===== src/tick_task_scheduler_table_core_assert.svh =====
// Assertion macros for the scheduler table RTL.
// Included by files that check their own logic; empty when SYNTH is defined.
`ifndef TICK_TASK_SCHEDULER_TABLE_CORE_ASSERT_SVH
`define TICK_TASK_SCHEDULER_TABLE_CORE_ASSERT_SVH
`ifndef SYNTH
// Clocked assertion with reset disable.
`define TTS_ASSERT(lbl, clk, rstn, prop, msg) \
  lbl: assert property (@(posedge clk) disable iff (!rstn) prop) else $error(msg);
// Clocked assertion that also holds during reset.
`define TTS_ASSERT_ALWAYS(lbl, clk, prop, msg) \
  lbl: assert property (@(posedge clk) prop) else $error(msg);
`else
`define TTS_ASSERT(lbl, clk, rstn, prop, msg)
`define TTS_ASSERT_ALWAYS(lbl, clk, prop, msg)
`endif
`endif


===== src/tts_pkg.sv =====
// Types and constants for the tick task scheduler table.
// No dependencies; used by the core and the testbench.
package tts_pkg;

  localparam int SLOTS_DEF   = 16;
  localparam int MAX_RESULTS = 16;
  localparam int CNT_W       = $clog2(MAX_RESULTS);
  localparam int SLOT_FW     = 5;

  localparam logic [SLOT_FW-1:0] NO_SLOT = 5'd16;

  localparam logic [1:0] STAT_OK    = 2'd0;
  localparam logic [1:0] STAT_FULL  = 2'd1;
  localparam logic [1:0] STAT_EMPTY = 2'd2;

  typedef enum logic [1:0] {
    KIND_TICK = 2'd0,
    KIND_ADD  = 2'd1,
    KIND_DEL  = 2'd2,
    KIND_DISP = 2'd3
  } kind_e;

  typedef enum logic [2:0] {
    ST_IDLE,
    ST_SCAN,
    ST_DEL,
    ST_READ,
    ST_EXEC,
    ST_FIN
  } state_e;

  // One slot as stored in the slot RAM; the valid mark lives in flops.
  typedef struct packed {
    logic [7:0]  handle;
    logic [31:0] delay;
    logic [31:0] period;
    logic [7:0]  pending;
  } slot_ent_t;

endpackage


===== src/tts_intf.sv =====
// Valid/ready channel interfaces of the scheduler table: request in, result out.
// Stand-alone; field widths follow the item formats.
interface tts_req_if;
  logic        valid;
  logic        ready;
  logic [1:0]  kind;
  logic [7:0]  task_handle;
  logic [31:0] first_delay;
  logic [31:0] run_period;
  logic [3:0]  slot_index;

  modport source (output valid, kind, task_handle, first_delay, run_period, slot_index,
                  input ready);
  modport sink   (input valid, kind, task_handle, first_delay, run_period, slot_index,
                  output ready);
endinterface

interface tts_rsp_if;
  logic       valid;
  logic       ready;
  logic [4:0] slot;
  logic [1:0] status;
  logic [7:0] handle_out;
  logic       task_ran;
  logic       last;

  modport source (output valid, slot, status, handle_out, task_ran, last, input ready);
  modport sink   (input valid, slot, status, handle_out, task_ran, last, output ready);
endinterface


===== src/tick_task_scheduler_table_core.sv =====
// Tick task scheduler table: task slots walked by a small sequencer over one slot RAM.
// Depends on tts_pkg, tts_intf.sv, tts_ram and the assertion macro header.
//
// A request is taken only while the core is idle; its results leave through an
// output register, so the next request may be taken while the final result still
// waits. A tick or a dispatch walks the slots in index order through one
// read-modify-write path on the slot RAM: an empty slot is skipped in the read
// state, an occupied one is read and then updated in the execute state (a dispatch
// also waits there while the result consumer stalls). An add scans the valid marks
// one slot a cycle and a delete clears its slot in the delete state; each then hands
// its result to the output register. A tick gives no result. A dispatch runs at
// most sixteen tasks per request; later ready tasks wait for the next dispatch.
`include "tick_task_scheduler_table_core_assert.svh"

module tick_task_scheduler_table_core #(
  parameter int SLOTS = tts_pkg::SLOTS_DEF
) (
  input  logic  clk_i,
  input  logic  rst_ni,
  tts_req_if.sink   req_i,
  tts_rsp_if.source rsp_o
);

  import tts_pkg::*;

  localparam int IDX_W = (SLOTS > 1) ? $clog2(SLOTS) : 1;
  localparam int ENT_W = $bits(slot_ent_t);

  state_e state_q, state_d;
  logic [IDX_W-1:0] idx_q, idx_d;
  logic [CNT_W-1:0] cnt_q, cnt_d;
  logic [SLOTS-1:0] valid_q, valid_d;

  // latched request
  kind_e       kind_q;
  logic [7:0]  handle_q;
  logic [31:0] delay_q;
  logic [31:0] period_q;
  logic [3:0]  sidx_q;

  // held result: last dispatched task, or the add/delete outcome
  logic               res_v_q, res_v_d;
  logic [SLOT_FW-1:0] res_slot_q, res_slot_d;
  logic [1:0]         res_status_q, res_status_d;
  logic [7:0]         res_handle_q, res_handle_d;
  logic               res_ran_q, res_ran_d;

  // output register
  logic               out_v_q;
  logic [SLOT_FW-1:0] out_slot_q;
  logic [1:0]         out_status_q;
  logic [7:0]         out_handle_q;
  logic               out_ran_q;
  logic               out_last_q;

  logic               load_out;
  logic [SLOT_FW-1:0] ld_slot;
  logic [1:0]         ld_status;
  logic [7:0]         ld_handle;
  logic               ld_ran;
  logic               ld_last;

  logic       ram_we;
  logic       ram_re;
  slot_ent_t  ram_wdata;
  slot_ent_t  rd_ent;
  logic [ENT_W-1:0] rd_raw;

  logic               accept;
  logic               out_free;
  logic               done_walk;
  state_e             end_state;
  logic [IDX_W+4:0]   idx_ext;
  logic [SLOT_FW-1:0] idx_slot;
  logic               del_in_range;
  logic [IDX_W-1:0]   del_idx;

  assign accept       = req_i.valid && req_i.ready;
  assign req_i.ready  = (state_q == ST_IDLE);
  assign out_free     = !out_v_q || rsp_o.ready;
  assign done_walk    = (idx_q == IDX_W'(SLOTS - 1));
  assign end_state    = (kind_q == KIND_TICK) ? ST_IDLE : ST_FIN;
  assign idx_ext      = {5'b0, idx_q};
  assign idx_slot     = idx_ext[SLOT_FW-1:0];
  assign del_in_range = (32'(sidx_q) < 32'(SLOTS));
  assign del_idx      = IDX_W'(sidx_q);
  assign rd_ent       = slot_ent_t'(rd_raw);

  tts_ram #(
    .WIDTH (ENT_W),
    .DEPTH (SLOTS)
  ) u_slot_ram (
    .clk_i   (clk_i),
    .we_i    (ram_we),
    .waddr_i (idx_q),
    .wdata_i (ram_wdata),
    .re_i    (ram_re),
    .raddr_i (idx_q),
    .rdata_o (rd_raw)
  );

  always_comb begin
    state_d      = state_q;
    idx_d        = idx_q;
    cnt_d        = cnt_q;
    valid_d      = valid_q;
    res_v_d      = res_v_q;
    res_slot_d   = res_slot_q;
    res_status_d = res_status_q;
    res_handle_d = res_handle_q;
    res_ran_d    = res_ran_q;
    ram_we       = 1'b0;
    ram_re       = 1'b0;
    ram_wdata    = rd_ent;
    load_out     = 1'b0;
    ld_slot      = res_slot_q;
    ld_status    = res_status_q;
    ld_handle    = res_handle_q;
    ld_ran       = res_ran_q;
    ld_last      = 1'b1;

    case (state_q)
      ST_IDLE: begin
        if (req_i.valid) begin
          idx_d   = '0;
          cnt_d   = '0;
          res_v_d = 1'b0;
          case (kind_e'(req_i.kind))
            KIND_TICK: state_d = ST_READ;
            KIND_ADD:  state_d = ST_SCAN;
            KIND_DEL:  state_d = ST_DEL;
            KIND_DISP: state_d = ST_READ;
            default:   state_d = ST_IDLE;
          endcase
        end
      end

      ST_SCAN: begin
        if (!valid_q[idx_q]) begin
          ram_we            = 1'b1;
          ram_wdata.handle  = handle_q;
          ram_wdata.delay   = delay_q;
          ram_wdata.period  = period_q;
          ram_wdata.pending = 8'd0;
          valid_d[idx_q]    = 1'b1;
          res_v_d      = 1'b1;
          res_slot_d   = idx_slot;
          res_status_d = STAT_OK;
          res_handle_d = 8'd0;
          res_ran_d    = 1'b0;
          state_d      = ST_FIN;
        end else if (done_walk) begin
          res_v_d      = 1'b1;
          res_slot_d   = NO_SLOT;
          res_status_d = STAT_FULL;
          res_handle_d = 8'd0;
          res_ran_d    = 1'b0;
          state_d      = ST_FIN;
        end else begin
          idx_d = idx_q + 1'b1;
        end
      end

      ST_DEL: begin
        res_status_d = STAT_EMPTY;
        if (del_in_range) begin
          if (valid_q[del_idx]) begin
            res_status_d = STAT_OK;
          end
          valid_d[del_idx] = 1'b0;
        end
        res_v_d      = 1'b1;
        res_slot_d   = {1'b0, sidx_q};
        res_handle_d = 8'd0;
        res_ran_d    = 1'b0;
        state_d      = ST_FIN;
      end

      ST_READ: begin
        if (valid_q[idx_q]) begin
          ram_re  = 1'b1;
          state_d = ST_EXEC;
        end else if (done_walk) begin
          state_d = end_state;
        end else begin
          idx_d = idx_q + 1'b1;
        end
      end

      ST_EXEC: begin
        if (kind_q == KIND_TICK) begin
          ram_we = 1'b1;
          if (rd_ent.delay == 32'd0) begin
            if (rd_ent.pending != 8'hFF) begin
              ram_wdata.pending = rd_ent.pending + 8'd1;
            end
            if (rd_ent.period != 32'd0) begin
              ram_wdata.delay = rd_ent.period;
            end
          end else begin
            ram_wdata.delay = rd_ent.delay - 32'd1;
          end
          if (done_walk) begin
            state_d = end_state;
          end else begin
            idx_d   = idx_q + 1'b1;
            state_d = ST_READ;
          end
        end else if (rd_ent.pending != 8'd0) begin
          // hold while the previous task cannot move into the output register
          if (!res_v_q || out_free) begin
            if (res_v_q) begin
              load_out = 1'b1;
              ld_last  = 1'b0;
            end
            res_v_d      = 1'b1;
            res_slot_d   = idx_slot;
            res_status_d = STAT_OK;
            res_handle_d = rd_ent.handle;
            res_ran_d    = 1'b1;
            cnt_d        = cnt_q + 1'b1;
            if (rd_ent.period == 32'd0) begin
              valid_d[idx_q] = 1'b0;
            end else begin
              ram_we            = 1'b1;
              ram_wdata.pending = rd_ent.pending - 8'd1;
            end
            if (done_walk || (cnt_q == CNT_W'(MAX_RESULTS - 1))) begin
              state_d = ST_FIN;
            end else begin
              idx_d   = idx_q + 1'b1;
              state_d = ST_READ;
            end
          end
        end else if (done_walk) begin
          state_d = ST_FIN;
        end else begin
          idx_d   = idx_q + 1'b1;
          state_d = ST_READ;
        end
      end

      ST_FIN: begin
        if (out_free) begin
          load_out = 1'b1;
          if (!res_v_q) begin
            ld_slot   = NO_SLOT;
            ld_status = STAT_OK;
            ld_handle = 8'd0;
            ld_ran    = 1'b0;
          end
          state_d = ST_IDLE;
        end
      end

      default: state_d = ST_IDLE;
    endcase
  end

  always_ff @(posedge clk_i or negedge rst_ni) begin
    if (!rst_ni) begin
      state_q <= ST_IDLE;
      idx_q   <= '0;
      cnt_q   <= '0;
      valid_q <= '0;
      res_v_q <= 1'b0;
      out_v_q <= 1'b0;
    end else begin
      state_q <= state_d;
      idx_q   <= idx_d;
      cnt_q   <= cnt_d;
      valid_q <= valid_d;
      res_v_q <= res_v_d;
      if (load_out) begin
        out_v_q <= 1'b1;
      end else if (rsp_o.ready) begin
        out_v_q <= 1'b0;
      end
    end
  end

  always_ff @(posedge clk_i) begin
    if (accept) begin
      kind_q   <= kind_e'(req_i.kind);
      handle_q <= req_i.task_handle;
      delay_q  <= req_i.first_delay;
      period_q <= req_i.run_period;
      sidx_q   <= req_i.slot_index;
    end
    res_slot_q   <= res_slot_d;
    res_status_q <= res_status_d;
    res_handle_q <= res_handle_d;
    res_ran_q    <= res_ran_d;
    if (load_out) begin
      out_slot_q   <= ld_slot;
      out_status_q <= ld_status;
      out_handle_q <= ld_handle;
      out_ran_q    <= ld_ran;
      out_last_q   <= ld_last;
    end
  end

  assign rsp_o.valid      = out_v_q;
  assign rsp_o.slot       = out_slot_q;
  assign rsp_o.status     = out_status_q;
  assign rsp_o.handle_out = out_handle_q;
  assign rsp_o.task_ran   = out_ran_q;
  assign rsp_o.last       = out_last_q;

  `TTS_ASSERT(a_final_ends_item, clk_i, rst_ni, (load_out && ld_last) |=> (state_q == ST_IDLE), "final result loaded but sequencer still busy")
  `TTS_ASSERT(a_busy_after_accept, clk_i, rst_ni, accept |=> !req_i.ready, "request taken while previous one in progress")
  `TTS_ASSERT(a_add_marks_valid, clk_i, rst_ni, (state_q == ST_SCAN && ram_we) |=> valid_q[$past(idx_q)], "added slot not marked valid")
  `TTS_ASSERT(a_ram_write_owner, clk_i, rst_ni, ram_we |-> (state_q == ST_EXEC || state_q == ST_SCAN), "slot RAM written outside a slot update")
  `TTS_ASSERT_ALWAYS(a_idle_after_reset, clk_i, !rst_ni |=> (state_q == ST_IDLE || rst_ni), "sequencer not idle after reset")

endmodule


===== src/tts_ram.sv =====
// Generic single-write, single-read RAM with registered read data.
// No dependencies; holds the slot records of the scheduler table.
module tts_ram #(
  parameter int WIDTH = 8,
  parameter int DEPTH = 16
) (
  input  logic                                   clk_i,
  input  logic                                   we_i,
  input  logic [((DEPTH > 1) ? $clog2(DEPTH) : 1)-1:0] waddr_i,
  input  logic [WIDTH-1:0]                       wdata_i,
  input  logic                                   re_i,
  input  logic [((DEPTH > 1) ? $clog2(DEPTH) : 1)-1:0] raddr_i,
  output logic [WIDTH-1:0]                       rdata_o
);

  logic [WIDTH-1:0] mem_q [DEPTH];
  logic [WIDTH-1:0] rdata_q;

  always_ff @(posedge clk_i) begin
    if (we_i) begin
      mem_q[waddr_i] <= wdata_i;
    end
    if (re_i) begin
      rdata_q <= mem_q[raddr_i];
    end
  end

  assign rdata_o = rdata_q;

endmodule


===== src/flat_wrapper.sv =====
// flat-port wrapper written by rule: the top's interface ports become plain ports
module tick_task_scheduler_table_core_flat import tts_pkg::*;
#(
  parameter int SLOTS = tts_pkg::SLOTS_DEF
)
  (clk_i, rst_ni, req_i_valid, req_i_kind, req_i_task_handle, req_i_first_delay, req_i_run_period, req_i_slot_index, req_i_ready, rsp_o_valid, rsp_o_slot, rsp_o_status, rsp_o_handle_out, rsp_o_task_ran, rsp_o_last, rsp_o_ready);
  tts_req_if req_i_i ();
  tts_rsp_if rsp_o_i ();
  input  logic clk_i;
  input  logic rst_ni;
  input wire logic [$bits(req_i_i.valid)-1:0] req_i_valid;
  input wire logic [$bits(req_i_i.kind)-1:0] req_i_kind;
  input wire logic [$bits(req_i_i.task_handle)-1:0] req_i_task_handle;
  input wire logic [$bits(req_i_i.first_delay)-1:0] req_i_first_delay;
  input wire logic [$bits(req_i_i.run_period)-1:0] req_i_run_period;
  input wire logic [$bits(req_i_i.slot_index)-1:0] req_i_slot_index;
  output wire logic [$bits(req_i_i.ready)-1:0] req_i_ready;
  output wire logic [$bits(rsp_o_i.valid)-1:0] rsp_o_valid;
  output wire logic [$bits(rsp_o_i.slot)-1:0] rsp_o_slot;
  output wire logic [$bits(rsp_o_i.status)-1:0] rsp_o_status;
  output wire logic [$bits(rsp_o_i.handle_out)-1:0] rsp_o_handle_out;
  output wire logic [$bits(rsp_o_i.task_ran)-1:0] rsp_o_task_ran;
  output wire logic [$bits(rsp_o_i.last)-1:0] rsp_o_last;
  input wire logic [$bits(rsp_o_i.ready)-1:0] rsp_o_ready;
  assign req_i_i.valid = req_i_valid;
  assign req_i_i.kind = req_i_kind;
  assign req_i_i.task_handle = req_i_task_handle;
  assign req_i_i.first_delay = req_i_first_delay;
  assign req_i_i.run_period = req_i_run_period;
  assign req_i_i.slot_index = req_i_slot_index;
  assign req_i_ready = req_i_i.ready;
  assign rsp_o_valid = rsp_o_i.valid;
  assign rsp_o_slot = rsp_o_i.slot;
  assign rsp_o_status = rsp_o_i.status;
  assign rsp_o_handle_out = rsp_o_i.handle_out;
  assign rsp_o_task_ran = rsp_o_i.task_ran;
  assign rsp_o_last = rsp_o_i.last;
  assign rsp_o_i.ready = rsp_o_ready;
  tick_task_scheduler_table_core #(.SLOTS(SLOTS)) u_core (.clk_i(clk_i), .rst_ni(rst_ni), .req_i(req_i_i), .rsp_o(rsp_o_i));
endmodule

===== config.mk =====
export PLATFORM = sky130hd
export DESIGN_NAME = tick_task_scheduler_table_core_flat
export DESIGN_NICKNAME = d
export VERILOG_FILES = /design/src/tts_pkg.sv /design/src/tts_intf.sv /design/src/tick_task_scheduler_table_core.sv /design/src/tts_ram.sv /design/src/flat_wrapper.sv
export VERILOG_INCLUDE_DIRS = /design/src /design/src/src
export SDC_FILE = /design/constraint.sdc
export NUM_CORES = 2
export LEC_CHECK = 0
export ABC_CLOCK_PERIOD_IN_PS = 7450
export BUFFER_PORTS_ARGS = -buffer_cell sky130_fd_sc_hd__buf_2
export CORE_UTILIZATION = 45
export CTS_CLUSTER_SIZE = 25
export DETAILED_ROUTE_END_ITERATION = 8
export SYNTH_ARGS = -nofsm -noshare
export SYNTH_HDL_FRONTEND = slang
export SYNTH_SLANG_ARGS = --single-unit
export TNS_END_PERCENT = 1

===== constraint.sdc =====
create_clock -name clk_i -period 7.45 [get_ports clk_i]
set_input_delay 1.1175 -clock clk_i [delete_from_list [all_inputs] [get_ports clk_i]]
set_output_delay 1.1175 -clock clk_i [all_outputs]
set_load 0.02 [all_outputs]

==> flow_summary.yaml <==
worst_setup_path:
  path_max_fanout: 33
  crit_type: "reg -> reg"
  r2r_end: "u_core.u_slot_ram.mem_q[11][47]"
  crit_arrival_ns: 5.40
  crit_start: "u_core.state_q[1]"
  r2r-start: "u_core.state_q[1]"
  r2r_slack_ns: 2.45
  critPathCaptureType: "register"
  crit_path_end: "u_core.u_slot_ram.mem_q[11][47]"
  r2r_cells: 6
  setup.worst_path.start_class: "register"
  worstPathRequired_ns: 7.85
floorplanning:
  fp.dieW_um: 363
  start_util_pct: 45.4
  ios: 101
  fp.coreArea_um2: 129000
  die-area_um2: 132000
  rows: 132
  fp.dieH_um: 363
job:
  cap_violations: 0
clock_network:
  cts_tree: "done"
  ctsHoldBuffers: 0
  ctsResizeCount: 0
  cts_buffer_depth: 3
  numCtsBuffers: 153
  clock_latency_ns: 0.79
  cts-root-buf: "clkbuf_16"
  h-tree-depth: 4
  path_clk_slew_ns: 0.06
  clock-sinks: 1499
  postCtsSetupBuffers: 0
sta:
  skew_ns: 0.0317
  hold_slack_ns: 0.413
  hold_viol: 0
  period_needed_ns: 5.00
  slew-limit-headroom_pct: 11.4
  fin_setup_tns_ns: 0
  fin_ws_ns: 2.45
  setup_viol: 0
  rsz0062_at_grt: "no"
  timing.final.crit_share_pct: 67.1
  tightestPinTransition_ns: 1.32
  report.final.slew_viol_count: 0
  timing.fmax_ghz: 0.200
synth:
  ys_seq_area_share_pct: 76.4
  synth_area_leader_cell: "edfxtp_1"
  synth-edff-count: 1470
  synth_common_cells: "edfxtp_1, mux4_2, clkbuf_1, nand2_1, nor2_1"
  syn-num-nets: 2786
  synth_area_leaders: "edfxtp_1, mux4_2, dfrtp_1"
  ys.flop_type: "edfxtp_1"
  async_reset_ff_share_pct: 1.93
  synth-seq-cells: 1499
  synth_area_um2: 58800
  syn-mean-instance-area_um2: 21.8
  yosys_warnings: 0
  synth.most_common_cell: "edfxtp_1"
  synth_top_area_share_pct: 75.1
  synth_cells: 2695
  ys_types: 76
power_and_ir_drop:
  power_frac_seq_pct: 46.8
  power_frac_comb_pct: 23.0
  swShare_pct: 28.6
  p_per_area_nw_per_um2: 374
  power.total_mw: 24.9
  pwr-share-clk_pct: 30.1
  internal_power_mw: 17.7
  peakVddDrop_uv: 229
  p_leak_nw: 20.4
  p_switching_mw: 7.12
detailed_routing:
  dr_wl_met3_um: 11700
  via_count: 28800
  drt-initial-drc-count: 3817
  drc: 0
  met2_length_um: 66900
  wl_per_cell_um: 30.7
  drt_wl_total_um: 145000
  first_pass_iters: 8
  ant_nets: 0
  met1_length_um: 62800
  via_per_inst: 6.13
  top_layer_used: "met4"
global_routing:
  track_usage_pct: 22.3
  antenna_found_initial: 7
  grt_max_degree: 150
  grt_overflow: 0
  grt_pass1_vias: 29200
  grt_pass1_wl_um: 210000
placement:
  place_congestion: 0.839
  hpwlAfterDp_um: 76900
  port_buffers: 100
  pre_cts_slack_ns: 2.55
finish:
  area_growth_pct: 13.0
  antenna_cells: 0
  utilization_pct: 51.3
  final_layout_size_suffix_gt1_share_pct: 28.9
  fin_nets: 2938
status:
  status: "finished clean"
min_path:
  hold_class: "in -> async"
## placed cells by master, fill, tap and decap left out, drive strengths merged, types with 8 or more instances in the layout
cell,netlist,final
o21ai,53,53
clkinv,1,65
xor2,8,8
nor2,64,64
and2,13,13
nand4,13,13
buf,58,148
bufinv,0,13
ha,9,9
clkbuf,93,184
a31oi,33,33
nand2b,11,11
mux4,407,407
mux2,42,42
o211ai,9,9
mux2i,15,15
nand3b,8,8
nand3,30,30
or4,8,8
nor3,25,25
nand2,70,70
a21oi,56,56
edfxtp,1470,1470
inv,11,20
or3,15,15
and3,12,12
dfrtp,29,29
nor4,17,17
a22oi,10,10
nor2b,20,20
## per-stage QoR
stage | area [um2] | std cells
2_1_floorplan | 58800 | 2695
3_3_place_gp | 61500 | 4433
3_5_place_dp | 61500 | 4433
4_1_cts | 66400 | 4705
5_1_grt | 66400 | 4706
6_report | 66400 | 4706
## critical path: stages, from the launching register on
cell and delay, ns:
dfrtp_1 0.77, or3b_2 0.68, clkinv_1 0.91, nand2_2 0.84, buf_4 0.36, nand2_1 0.09, o211ai_1 0.95
## sequential cells by signal, summed over array words and instances, names as in the netlist, 2 cells and up
| name | cells |
|---|---|
| u_core.kind_q | 2 |
| u_core.rsp_o.status | 2 |
| u_core.del_idx | 4 |
| u_core.rsp_o.slot | 5 |
| u_core.res_slot_q | 4 |
| u_core.res_status_q | 2 |
| u_core.rsp_o.handle_out | 8 |
| u_core.u_slot_ram.rdata_o | 80 |
| u_core.state_q | 3 |
| u_core.period_q | 32 |
| u_core.valid_q | 16 |
| u_core.res_handle_q | 8 |
| u_core.delay_q | 32 |
| u_core.cnt_q | 4 |
| u_core.handle_q | 8 |
| u_core.u_slot_ram.mem_q | 1280 |
| u_core.idx_q | 4 |
## per-layer routing
| layer | up-vias | global-route usage [%] |
|---|---|---|
| li1 | 11800 | - |
| met1 | 15500 | 33.5 |
| met2 | 1385 | 33.7 |
| met3 | 225 | 4.15 |
| met4 | 0 | 6.24 |
| met5 | - | 0 |
## worst min-delay path by stage
stage	from	to	slack, ns	cells after the start
after global routing	rst_ni	u_core.state_q[1]	0.45	1
after CTS	rst_ni	u_core.state_q[0]	0.39	1
final	rst_ni	u_core.state_q[0]	0.41	1
after floorplan	u_core.cnt_q[1]	u_core.cnt_q[1]	0.48	2
after global placement	u_core.cnt_q[1]	u_core.cnt_q[1]	0.49	2
after detailed placement	u_core.cnt_q[0]	u_core.cnt_q[0]	0.52	1
## power by group through the flow
stage / logic, mW / registers [mW] / clock network, mW
2_1_floorplan: 4.14 / 11.5 / 0
5_1_grt: 6.16 / 11.7 / 7.94
3_5_place_dp: 5.77 / 11.8 / 0
3_3_place_gp: 5.61 / 11.8 / 0
6_report: 5.73 / 11.6 / 7.49
4_1_cts: 5.79 / 11.7 / 7.62
## cell families (layout without fill, tap and decap cells)
| kind of cell | after synthesis | count (layout) | synth area share, % |
|---|---|---|---|
| xor+xnor | 14 | 14 | 0.209 |
| flops | 1499 | 1499 | 76.4 |
| fa+ha+maj | 9 | 9 | 0.192 |
| compound gates | 224 | 224 | 2.47 |
| buf+inv | 163 | 432 | 1.14 |
| mux | 464 | 464 | 16.7 |
| simple gates | 322 | 322 | 2.96 |
## layout make-up
| class | count | area (um2) |
|---|---|---|
| Fill cell | 10100 | 63100 |
| Sequential cell | 1499 | 44900 |
| Multi-Input combinational cell | 1033 | 13400 |
| Clock buffer | 184 | 3980 |
| Tap cell | 1742 | 2180 |
| Timing Repair Buffer | 148 | 1060 |
| Clock inverter | 88 | 901 |
| Inverter | 12 | 45.0 |
No activity file was read; power rests on OpenSTA's default activity.
